### config.mk
export PLATFORM = sky130hd
export DESIGN_NAME = two_class_priority_queue_server
export DESIGN_NICKNAME = d
export VERILOG_FILES = /design/src/hdl/tcpq_pkg.sv /design/src/hdl/tcpq_fifo.sv /design/src/hdl/tcpq_stats.sv /design/src/hdl/two_class_priority_queue_server.sv
export SDC_FILE = /design/constraint.sdc
export NUM_CORES = 2
export LEC_CHECK = 0
export BUFFER_PORTS_ARGS = -buffer_cell sky130_fd_sc_hd__buf_2
export CAP_MARGIN = 20
export CORE_MARGIN = 2
export CORE_UTILIZATION = 50
export CTS_CLUSTER_DIAMETER = 200
export DETAILED_ROUTE_END_ITERATION = 6
export PLACE_DENSITY = 0.66
export SYNTH_ARGS = -nofsm -noshare
export SYNTH_HDL_FRONTEND = slang
export SYNTH_SLANG_ARGS = --single-unit
### constraint.sdc
create_clock -name clk -period 26.8 [get_ports clk]
set_input_delay 4.02 -clock clk [delete_from_list [all_inputs] [get_ports clk]]
set_output_delay 4.02 -clock clk [all_outputs]
set_load 0.03 [all_outputs]
### src/hdl/tcpq_pkg.sv
`timescale 1ns / 1ps

package tcpq_pkg;

	// Fixed field widths of the request and result channels
	localparam int FUNC_W     = 2;
	localparam int ACT_W      = 3;
	localparam int OUT_ID_W   = 16;
	localparam int OUT_TIME_W = 32;
	localparam int LIMIT_W    = 5;
	localparam int CNT_W      = 5;
	localparam int CTR_W      = 32;
	localparam int TOT_W      = 48;

	// Request function codes; every other code is a serve tick
	localparam logic [FUNC_W-1:0] FUNC_HIGH_REQ = 2'd0;
	localparam logic [FUNC_W-1:0] FUNC_LOW_REQ  = 2'd1;

	typedef enum logic [ACT_W-1:0] {
		ACT_ACCEPT      = 3'd0,
		ACT_REJECT      = 3'd1,
		ACT_HIGH_SERVED = 3'd2,
		ACT_LOW_SERVED  = 3'd3,
		ACT_IDLE        = 3'd4
	} action_t;

	typedef struct packed {
		logic hi_rej;
		logic lo_rej;
		logic hi_srv;
		logic lo_srv;
		logic idle;
	} stat_evt_t;

	typedef struct packed {
		logic [CTR_W-1:0] hi_rej;
		logic [CTR_W-1:0] lo_rej;
		logic [CTR_W-1:0] hi_srv;
		logic [CTR_W-1:0] lo_srv;
		logic [CTR_W-1:0] idle;
		logic [TOT_W-1:0] hi_wait;
		logic [TOT_W-1:0] lo_wait;
	} stats_t;

	typedef struct packed {
		action_t                 action;
		logic [OUT_ID_W-1:0]     served_id;
		logic [OUT_TIME_W-1:0]   wait_time;
		logic [CNT_W-1:0]        hi_cnt;
		logic [CNT_W-1:0]        lo_cnt;
		stats_t                  stats;
	} result_t;

endpackage

### src/hdl/tcpq_fifo.sv
`timescale 1ns / 1ps

module tcpq_fifo #(
	parameter int DEPTH  = 16,
	parameter int ID_W   = 16,
	parameter int TIME_W = 32
) (
	input  logic                          clk,
	input  logic                          arst_n,
	input  logic [tcpq_pkg::LIMIT_W-1:0]  limit,
	input  logic                          push,
	input  logic                          pop,
	input  logic [ID_W-1:0]               push_id,
	input  logic [TIME_W-1:0]             push_time,
	output logic [ID_W-1:0]               head_id,
	output logic [TIME_W-1:0]             head_time,
	output logic [tcpq_pkg::CNT_W-1:0]    fill,
	output logic                          room
);

	localparam int PTR_W = (DEPTH > 1) ? $clog2(DEPTH) : 1;
	localparam int ENT_W = ID_W + TIME_W;
	localparam logic [PTR_W-1:0] PTR_LAST = PTR_W'(DEPTH - 1);

	logic [ENT_W-1:0]            mem_q [DEPTH];
	logic [ENT_W-1:0]            head_data_q;
	logic [PTR_W-1:0]            head_q;
	logic [PTR_W-1:0]            tail_q;
	logic [tcpq_pkg::CNT_W-1:0]  fill_q;
	logic [PTR_W-1:0]            head_inc;
	logic [PTR_W-1:0]            tail_inc;
	logic [PTR_W-1:0]            head_nxt;
	logic [ENT_W-1:0]            wdata;

	assign head_inc = (head_q == PTR_LAST) ? '0 : head_q + PTR_W'(1);
	assign tail_inc = (tail_q == PTR_LAST) ? '0 : tail_q + PTR_W'(1);
	assign head_nxt = pop ? head_inc : head_q;
	assign wdata    = {push_id, push_time};

	assign room      = fill_q < limit;
	assign fill      = fill_q;
	assign head_id   = head_data_q[ENT_W-1:TIME_W];
	assign head_time = head_data_q[TIME_W-1:0];

	always_ff @(posedge clk or negedge arst_n) begin
		if (!arst_n) begin
			head_q <= '0;
			tail_q <= '0;
			fill_q <= '0;
		end else begin
			if (push) begin
				tail_q <= tail_inc;
			end
			if (pop) begin
				head_q <= head_inc;
			end
			fill_q <= fill_q + tcpq_pkg::CNT_W'(push) - tcpq_pkg::CNT_W'(pop);
		end
	end

	// Prefetch the next head; a push into an empty queue becomes the head directly
	always_ff @(posedge clk) begin
		if (push) begin
			mem_q[tail_q] <= wdata;
		end
		if (push && (fill_q == '0)) begin
			head_data_q <= wdata;
		end else begin
			head_data_q <= mem_q[head_nxt];
		end
	end

endmodule

### src/hdl/tcpq_stats.sv
`timescale 1ns / 1ps

module tcpq_stats (
	input  logic                            clk,
	input  logic                            arst_n,
	input  tcpq_pkg::stat_evt_t             evt,
	input  logic [tcpq_pkg::OUT_TIME_W-1:0] wait_val,
	output tcpq_pkg::stats_t                nxt
);

	tcpq_pkg::stats_t cur_q;

	// Advance each counter on its event; all wrap at their width
	always_comb begin
		nxt = cur_q;
		if (evt.hi_rej) begin
			nxt.hi_rej = cur_q.hi_rej + tcpq_pkg::CTR_W'(1);
		end
		if (evt.lo_rej) begin
			nxt.lo_rej = cur_q.lo_rej + tcpq_pkg::CTR_W'(1);
		end
		if (evt.hi_srv) begin
			nxt.hi_srv  = cur_q.hi_srv + tcpq_pkg::CTR_W'(1);
			nxt.hi_wait = cur_q.hi_wait + tcpq_pkg::TOT_W'(wait_val);
		end
		if (evt.lo_srv) begin
			nxt.lo_srv  = cur_q.lo_srv + tcpq_pkg::CTR_W'(1);
			nxt.lo_wait = cur_q.lo_wait + tcpq_pkg::TOT_W'(wait_val);
		end
		if (evt.idle) begin
			nxt.idle = cur_q.idle + tcpq_pkg::CTR_W'(1);
		end
	end

	always_ff @(posedge clk or negedge arst_n) begin
		if (!arst_n) begin
			cur_q <= '0;
		end else begin
			cur_q <= nxt;
		end
	end

endmodule

### src/hdl/two_class_priority_queue_server.sv
`timescale 1ns / 1ps

// Two-class strict-priority queue server with tail drop. Each request carries
// a function code (high request, low request, or serve tick; the spare code
// also serves), a time stamp and an id. A request is queued in its class if
// that queue holds fewer entries than the queue limit, else it is rejected.
// A serve tick pops the high head if present, else the low head, else counts
// an idle tick, and reports the id and the wait (time now minus arrival,
// modulo 2^TIME_WIDTH). Every request yields exactly one result carrying the
// action, occupancies and all wrapping counters after the update. Rate: one
// request per cycle unless stalled, its result registered from a single pass
// from the queue head registers and counters through one subtract and
// accumulate into the result register. A two-entry output buffer lets the
// input keep flowing while a result waits; in_stall rises only when both
// entries hold results. The queue limit saturates to QUEUE_DEPTH (at most 31);
// the user must write it only while the block is idle; nothing enforces this.
module two_class_priority_queue_server #(
	parameter int QUEUE_DEPTH = 16,
	parameter int TIME_WIDTH  = 32,
	parameter int ID_WIDTH    = 16
) (
	input  logic                                   clk,
	input  logic                                   arst_n,
	// Configuration
	input  logic                                   cfg_write,
	input  logic [tcpq_pkg::LIMIT_W-1:0]           cfg_data,
	// Request channel
	input  logic                                   in_valid,
	output logic                                   in_stall,
	input  logic [tcpq_pkg::FUNC_W-1:0]            func,
	input  logic [tcpq_pkg::OUT_TIME_W-1:0]        time_now,
	input  logic [tcpq_pkg::OUT_ID_W-1:0]          plane_id,
	// Result channel
	output logic                                   out_valid,
	input  logic                                   out_stall,
	output logic [tcpq_pkg::ACT_W-1:0]             action,
	output logic [tcpq_pkg::OUT_ID_W-1:0]          served_id,
	output logic [tcpq_pkg::OUT_TIME_W-1:0]        wait_time,
	output logic [tcpq_pkg::CNT_W-1:0]             high_queue_count,
	output logic [tcpq_pkg::CNT_W-1:0]             low_queue_count,
	output logic [tcpq_pkg::CTR_W-1:0]             high_rejected,
	output logic [tcpq_pkg::CTR_W-1:0]             low_rejected,
	output logic [tcpq_pkg::CTR_W-1:0]             high_served,
	output logic [tcpq_pkg::CTR_W-1:0]             low_served,
	output logic [tcpq_pkg::CTR_W-1:0]             idle_ticks,
	output logic [tcpq_pkg::TOT_W-1:0]             high_wait_total,
	output logic [tcpq_pkg::TOT_W-1:0]             low_wait_total
);

	// Largest limit that the 5-bit register can hold and the queue can honor
	localparam int LIMIT_CAP = (QUEUE_DEPTH < 31) ? QUEUE_DEPTH : 31;
	localparam int LIMIT_RST = (QUEUE_DEPTH < 16) ? QUEUE_DEPTH : 16;

	logic [tcpq_pkg::LIMIT_W-1:0]  limit_q;

	logic                          acc;
	logic                          is_hreq;
	logic                          is_lreq;
	logic                          is_srv;
	logic [TIME_WIDTH-1:0]         t_now;
	logic [ID_WIDTH-1:0]           req_id;

	logic                          hi_push;
	logic                          lo_push;
	logic                          hi_pop;
	logic                          lo_pop;
	logic                          hi_room;
	logic                          lo_room;
	logic [tcpq_pkg::CNT_W-1:0]    hi_fill;
	logic [tcpq_pkg::CNT_W-1:0]    lo_fill;
	logic [ID_WIDTH-1:0]           hi_head_id;
	logic [ID_WIDTH-1:0]           lo_head_id;
	logic [TIME_WIDTH-1:0]         hi_head_time;
	logic [TIME_WIDTH-1:0]         lo_head_time;

	logic                          hi_avail;
	logic [ID_WIDTH-1:0]           srv_id;
	logic [TIME_WIDTH-1:0]         srv_wait;
	logic [tcpq_pkg::OUT_TIME_W-1:0] srv_wait_ext;

	tcpq_pkg::stat_evt_t           evt;
	tcpq_pkg::stats_t              stats_nxt;
	tcpq_pkg::result_t             res;

	tcpq_pkg::result_t             out_q;
	tcpq_pkg::result_t             skid_q;
	logic                          out_valid_q;
	logic                          skid_valid_q;
	logic                          take;

	// Hold the effective limit, saturated to the queue depth at write time
	always_ff @(posedge clk or negedge arst_n) begin
		if (!arst_n) begin
			limit_q <= tcpq_pkg::LIMIT_W'(LIMIT_RST);
		end else if (cfg_write) begin
			if (int'(cfg_data) > LIMIT_CAP) begin
				limit_q <= tcpq_pkg::LIMIT_W'(LIMIT_CAP);
			end else begin
				limit_q <= cfg_data;
			end
		end
	end

	// Decode the request; the spare function code serves like a tick
	assign acc     = in_valid && !in_stall;
	assign is_hreq = (func == tcpq_pkg::FUNC_HIGH_REQ);
	assign is_lreq = (func == tcpq_pkg::FUNC_LOW_REQ);
	assign is_srv  = !is_hreq && !is_lreq;
	assign t_now   = time_now[TIME_WIDTH-1:0];
	assign req_id  = plane_id[ID_WIDTH-1:0];

	// Strict priority: low is served only when high is empty
	assign hi_avail = (hi_fill != '0);
	assign hi_push  = acc && is_hreq && hi_room;
	assign lo_push  = acc && is_lreq && lo_room;
	assign hi_pop   = acc && is_srv && hi_avail;
	assign lo_pop   = acc && is_srv && !hi_avail && (lo_fill != '0);

	tcpq_fifo #(
		.DEPTH  (QUEUE_DEPTH),
		.ID_W   (ID_WIDTH),
		.TIME_W (TIME_WIDTH)
	) u_hi_fifo (
		.clk       (clk),
		.arst_n    (arst_n),
		.limit     (limit_q),
		.push      (hi_push),
		.pop       (hi_pop),
		.push_id   (req_id),
		.push_time (t_now),
		.head_id   (hi_head_id),
		.head_time (hi_head_time),
		.fill      (hi_fill),
		.room      (hi_room)
	);

	tcpq_fifo #(
		.DEPTH  (QUEUE_DEPTH),
		.ID_W   (ID_WIDTH),
		.TIME_W (TIME_WIDTH)
	) u_lo_fifo (
		.clk       (clk),
		.arst_n    (arst_n),
		.limit     (limit_q),
		.push      (lo_push),
		.pop       (lo_pop),
		.push_id   (req_id),
		.push_time (t_now),
		.head_id   (lo_head_id),
		.head_time (lo_head_time),
		.fill      (lo_fill),
		.room      (lo_room)
	);

	// Wait of whichever head gets served; wraps at the time width
	assign srv_id       = hi_avail ? hi_head_id : lo_head_id;
	assign srv_wait     = t_now - (hi_avail ? hi_head_time : lo_head_time);
	assign srv_wait_ext = tcpq_pkg::OUT_TIME_W'(srv_wait);

	always_comb begin
		evt        = '0;
		evt.hi_rej = acc && is_hreq && !hi_room;
		evt.lo_rej = acc && is_lreq && !lo_room;
		evt.hi_srv = hi_pop;
		evt.lo_srv = lo_pop;
		evt.idle   = acc && is_srv && !hi_avail && (lo_fill == '0);
	end

	tcpq_stats u_stats (
		.clk      (clk),
		.arst_n   (arst_n),
		.evt      (evt),
		.wait_val (srv_wait_ext),
		.nxt      (stats_nxt)
	);

	// Assemble the result from the state after this request
	always_comb begin
		res           = '0;
		res.stats     = stats_nxt;
		res.hi_cnt    = hi_fill + tcpq_pkg::CNT_W'(hi_push) - tcpq_pkg::CNT_W'(hi_pop);
		res.lo_cnt    = lo_fill + tcpq_pkg::CNT_W'(lo_push) - tcpq_pkg::CNT_W'(lo_pop);
		if (is_hreq || is_lreq) begin
			res.served_id = tcpq_pkg::OUT_ID_W'(req_id);
			if ((is_hreq && hi_room) || (is_lreq && lo_room)) begin
				res.action = tcpq_pkg::ACT_ACCEPT;
			end else begin
				res.action = tcpq_pkg::ACT_REJECT;
			end
		end else if (hi_avail) begin
			res.action    = tcpq_pkg::ACT_HIGH_SERVED;
			res.served_id = tcpq_pkg::OUT_ID_W'(srv_id);
			res.wait_time = srv_wait_ext;
		end else if (lo_fill != '0) begin
			res.action    = tcpq_pkg::ACT_LOW_SERVED;
			res.served_id = tcpq_pkg::OUT_ID_W'(srv_id);
			res.wait_time = srv_wait_ext;
		end else begin
			res.action = tcpq_pkg::ACT_IDLE;
		end
	end

	// Two-entry output buffer: the output register plus a skid entry.
	// Stall the input only when the skid entry is occupied.
	assign take     = out_valid_q && !out_stall;
	assign in_stall = skid_valid_q;

	always_ff @(posedge clk or negedge arst_n) begin
		if (!arst_n) begin
			out_valid_q  <= 1'b0;
			skid_valid_q <= 1'b0;
		end else begin
			if (skid_valid_q) begin
				if (take) begin
					skid_valid_q <= 1'b0;
				end
			end else if (acc) begin
				if (out_valid_q && !take) begin
					skid_valid_q <= 1'b1;
				end else begin
					out_valid_q <= 1'b1;
				end
			end else if (take) begin
				out_valid_q <= 1'b0;
			end
		end
	end

	always_ff @(posedge clk) begin
		if (skid_valid_q) begin
			if (take) begin
				out_q <= skid_q;
			end
		end else if (acc) begin
			if (out_valid_q && !take) begin
				skid_q <= res;
			end else begin
				out_q <= res;
			end
		end
	end

	assign out_valid        = out_valid_q;
	assign action           = out_q.action;
	assign served_id        = out_q.served_id;
	assign wait_time        = out_q.wait_time;
	assign high_queue_count = out_q.hi_cnt;
	assign low_queue_count  = out_q.lo_cnt;
	assign high_rejected    = out_q.stats.hi_rej;
	assign low_rejected     = out_q.stats.lo_rej;
	assign high_served      = out_q.stats.hi_srv;
	assign low_served       = out_q.stats.lo_srv;
	assign idle_ticks       = out_q.stats.idle;
	assign high_wait_total  = out_q.stats.hi_wait;
	assign low_wait_total   = out_q.stats.lo_wait;

	// The skid entry is only ever filled behind a held output
	a_skid_behind_out: assert property (@(posedge clk) disable iff (!arst_n)
		skid_valid_q |-> out_valid_q)
		else $error("skid entry valid without output entry");

	// A serve with high entries pending drops the high fill by one
	a_high_pop: assert property (@(posedge clk) disable iff (!arst_n)
		(acc && is_srv && hi_avail) |=>
		(hi_fill == $past(hi_fill) - tcpq_pkg::CNT_W'(1)))
		else $error("high queue fill did not drop on serve");

	// A low request with room grows the low queue and leaves the high queue alone
	a_low_push: assert property (@(posedge clk) disable iff (!arst_n)
		(acc && is_lreq && lo_room) |=>
		((lo_fill == $past(lo_fill) + tcpq_pkg::CNT_W'(1)) && $stable(hi_fill)))
		else $error("low request with room not queued");

	// Occupancy never exceeds the saturated limit range
	a_fill_bound: assert property (@(posedge clk) disable iff (!arst_n)
		(int'(hi_fill) <= LIMIT_CAP) && (int'(lo_fill) <= LIMIT_CAP))
		else $error("queue fill beyond depth");

endmodule
==> results by group <==
Timing
  • Final hold vios: 0
  • RSZ-0062 raised after global routing: false
  • Post-layout min period: 9.49 ns
  • Final setup viols: 0
  • Pins over their slew limit: 0
  • Setup TNS: 0 ns
  • Final period utilization: 35.4%
  • Achievable clock frequency: 105 MHz
  • Least-Margin Pin Slew: 1.23 ns
  • Rel. slew slack: between 10% and 20%
  • Clock skew: 0.0836 ns

Worst setup path
  • CP cell instances: buf_2 -> buf_4 -> and3b_1 -> nand3_2 -> buf_4 -> inv_2 -> mux2i_4 -> buf_4 -> inv_8 -> buf_4 -> buf_4 -> buf_4 -> mux2i_1 -> a32o_1 -> a2111oi_0 -> a31oi_1 -> a21oi_1
  • Slowest stage delay, CP: around 0.8 ns
  • Crit end category: flip-flop
  • Crit path DAT: approximately 10 ns
  • Worst EP required: 27.65 ns
  • Crit Path Class: in -> reg
  • Crit-path max FO: 110
  • Largest delay share family, worst path: buffers and inverters
  • Slowest cell on the critical path: buf_4
  • CP Buf/Inv Count: 9
  • Critical Path Source Type: input pin
  • Crit-path most repeated cell: buf_4

Logic synthesis
  • Mapped Nets: roughly 7400
  • Synth area leaders: edfxtp_1, dfrtp_1, nand2_1
  • EDFF count, synth: 2170
  • Syn_area_per_cell: 14.5 um^2
  • Post-Syn Instances: a little over 7000
  • Sequential area share after synthesis: 71.3%
  • YS warnings: 0
  • Synth Flop Type: edfxtp_1
  • Post-synth top area share: 62.5%
  • Async set-or-reset flop fraction in the synthesized netlist: between 10 and 15%
  • Post-synthesis instance area: 104000 um^2
  • Synthesized flop and latch total: 2555
  • Yosys cell types: 82
  • Yosys top cell by area: edfxtp_1

Place
  • Hpwl dp: 151000 um
  • DP Area: between 100000 and 150000 um^2
  • PortBufs: 378
  • Gpl congestion: just under 0.9
  • # placed instances: roughly 10000

CTS
  • Clock sinks: 2555
  • Clock latency on the worst-skew pair: 0.96 ns
  • CTS clock-pin slew for the worst setup and hold paths: 0.06 ns
  • Post-cts sizing count: 0
  • CTS tree: built
  • Number of post-CTS setup repair buffers: 0
  • Clock root cell: clkbuf_16
  • H-tree Lvls: 5
  • Hold_buf cts: 0
  • Clock Tree Buf Depth: 4
  • Inserted Clock Buffers: 274

Layout
  • Fin cells: 10600
  • Filler cell count: 16100
  • Final Instance Area: 118000 um^2
  • Nets: 7770
  • Fraction of layout instances using a drive strength above 1: 15.7%
  • P&R area growth vs syn: 13.0%

Routing
  • # DRC: 0
  • Vias: between 60000 and 70000
  • Routed len/inst: 25.7 um
  • WL final: 271000 um
  • Post-route ant nets: 0
  • Via-to-Cell Ratio: 5.99
  • Detailed Route Iter0 Violations: 7434
  • 1st-pass router iterations: 7

Die
  • Num rows: 167
  • Die width: 461 um
  • Core Box Area: 207000 um^2
  • Die Area: 212000 um^2
  • Die Ht: between 400 and 500 um
  • Num ports: 379
  • Initial cell density of the core: 50.3%

Power and ir drop
  • Power per cell area: between 100 and 150 nW/um^2
  • Leakage power total: 42.9 nW
  • Max VDD drop: 0.0999 mV
  • Power Total: 0.0139 W

Job
  • MaxCap Viol Count: 0

Global routing
  • GRT Resource Usage Total: 25.1%
  • Grt total ovfl: 0
  • Largest net degree at the start of global routing: between 150 and 200
  • Initial antenna violation count: 33
  • Vias in the first global route: 60500
  • Global-route wire length before repair: ~400000 um

Outcome
  • Outcome: finished, final reports clean

Min path
  • Hold crit path type: reg -> reg
## cells by family (layout without fill, tap and decap cells)
family | count (synthesis) | count (layout) | share of synthesized area [%]
other | 0 | 8 | 0
and+or+nand+nor | 1948 | 1948 | 8.51
AOI/OAI and AO/OA | 1178 | 1178 | 8.04
xor gates and xnor gates | 283 | 283 | 2.38
buffers and inverters | 486 | 1054 | 1.89
muxes | 599 | 599 | 6.12
DFF | 2555 | 2555 | 71.3
adders and majority gates | 145 | 145 | 1.78
## layer usage
| layer | vias up | global-route usage (%) | part of all wire, % |
|---|---|---|---|
| li1 | 28100 | - | - |
| met1 | 31900 | 36.3 | 43 |
| met2 | 2793 | 38.6 | 45 |
| met3 | 458 | 5.48 | 9.2 |
| met4 | 28 | 6.70 | 2.3 |
| met5 | - | 0 | 0.064 |
## power by group
part / internal, W / switching [W]
clock network: 0.00213 / 0.00150
registers: 0.00495 / 0.000240
logic: 0.00172 / 0.00340
total: 0.00880 / 0.00515
## registers in the layout, summed over array words and instances, names as in the netlist, 16 cells and up
signal	cells
u_hi_fifo.mem_q	768
u_lo_fifo.mem_q	768
skid_q	317
u_stats.cur_q	256
high_wait_total	48
low_wait_total	48
u_hi_fifo.head_data_q	48
u_lo_fifo.head_data_q	48
high_rejected	32
high_served	32
idle_ticks	32
low_rejected	32
low_served	32
wait_time	32
served_id	16
## stage by stage
stage,util [%],hold slack (ns),setup WS [ns]
floorplan,-,0.444,6.77
global placement,52.7,0.460,16.52
detailed placement,52.7,0.470,16.39
CTS,56.9,0.479,17.35
global route,56.9,0.493,17.02
finish,56.9,0.478,17.31
## cell usage after synthesis (109+ instances only)
| master | count |
|---|---|
| nand3_1 | 164 |
| nor2_1 | 225 |
| o21ai_0 | 135 |
| a21oi_1 | 182 |
| dfrtp_1 | 288 |
| edfxtp_1 | 2170 |
| nand2_1 | 1054 |
| mux2i_1 | 319 |
| a211oi_1 | 211 |
| clkbuf_1 | 276 |
| and2_1 | 157 |
| xnor2_1 | 132 |
| ha_1 | 140 |
| and3_1 | 109 |
| xor2_1 | 151 |
| mux2_2 | 276 |
| a31oi_1 | 162 |
## layout make-up
cell class | count | area, um^2 | share of cell area [%]
inverter | 90 | 360 | 0.306
clock inverter | 111 | 1010 | 0.860
sequential | 2555 | 74300 | 63.1
timing repair buffer | 491 | 2870 | 2.44
tap | 2788 | 3490 | 2.96
antenna | 8 | 20.0 | 0.0170
clock buffer | 362 | 7510 | 6.37
multi-input combinational | 4153 | 28200 | 24.0
## worst paths after layout
path                       slack (ns)  cells after the start                from                   endpoint
setup / recovery                17.31                     17             func[1]  u_lo_fifo.head_data_q[20]
hold / removal                   0.48                      1  u_stats.cur_q[223]         u_stats.cur_q[223]
setup reg to reg                19.20                     23   u_hi_fifo.fill[2]        high_wait_total[47]
hold reg to reg                  0.48                      1  u_stats.cur_q[223]         u_stats.cur_q[223]
max in group asynchronous       21.50                      3              arst_n         u_stats.cur_q[240]
min in group asynchronous        3.08                      1              arst_n         u_stats.cur_q[109]
## layout by cell type, fill, tap and decap left out, types with 20 or more instances in the layout
| master | synthesis | layout |
|---|---|---|
| clkinv_1 | 2 | 35 |
| a221oi_1 | 49 | 49 |
| nor2_1 | 225 | 218 |
| nand2_1 | 1054 | 1052 |
| a21o_1 | 43 | 43 |
| xor2_1 | 151 | 151 |
| buf_4 | 6 | 104 |
| o21ai_0 | 135 | 133 |
| edfxtp_1 | 2170 | 2170 |
| clkinv_2 | 0 | 37 |
| dfrtp_1 | 288 | 287 |
| nand3_1 | 164 | 163 |
| and3_1 | 109 | 105 |
| clkbuf_16 | 0 | 281 |
| a311oi_1 | 50 | 50 |
| mux2i_1 | 319 | 319 |
| nand4_1 | 76 | 76 |
| a32o_1 | 52 | 50 |
| a21oi_1 | 182 | 180 |
| buf_2 | 91 | 377 |
| xnor2_1 | 132 | 132 |
| o31ai_1 | 21 | 21 |
| mux2_2 | 276 | 276 |
| ha_1 | 140 | 140 |
| nor3_1 | 47 | 47 |
| a32oi_1 | 97 | 97 |
| nor4_1 | 33 | 29 |
| a2111oi_0 | 50 | 50 |
| inv_1 | 82 | 82 |
| a211oi_1 | 211 | 211 |
| clkbuf_1 | 276 | 64 |
| a31oi_1 | 162 | 162 |
| and2_4 | 0 | 20 |
| dfxtp_1 | 96 | 96 |
| and2_1 | 157 | 137 |
Note: power is estimated with default switching activity, not from simulation.
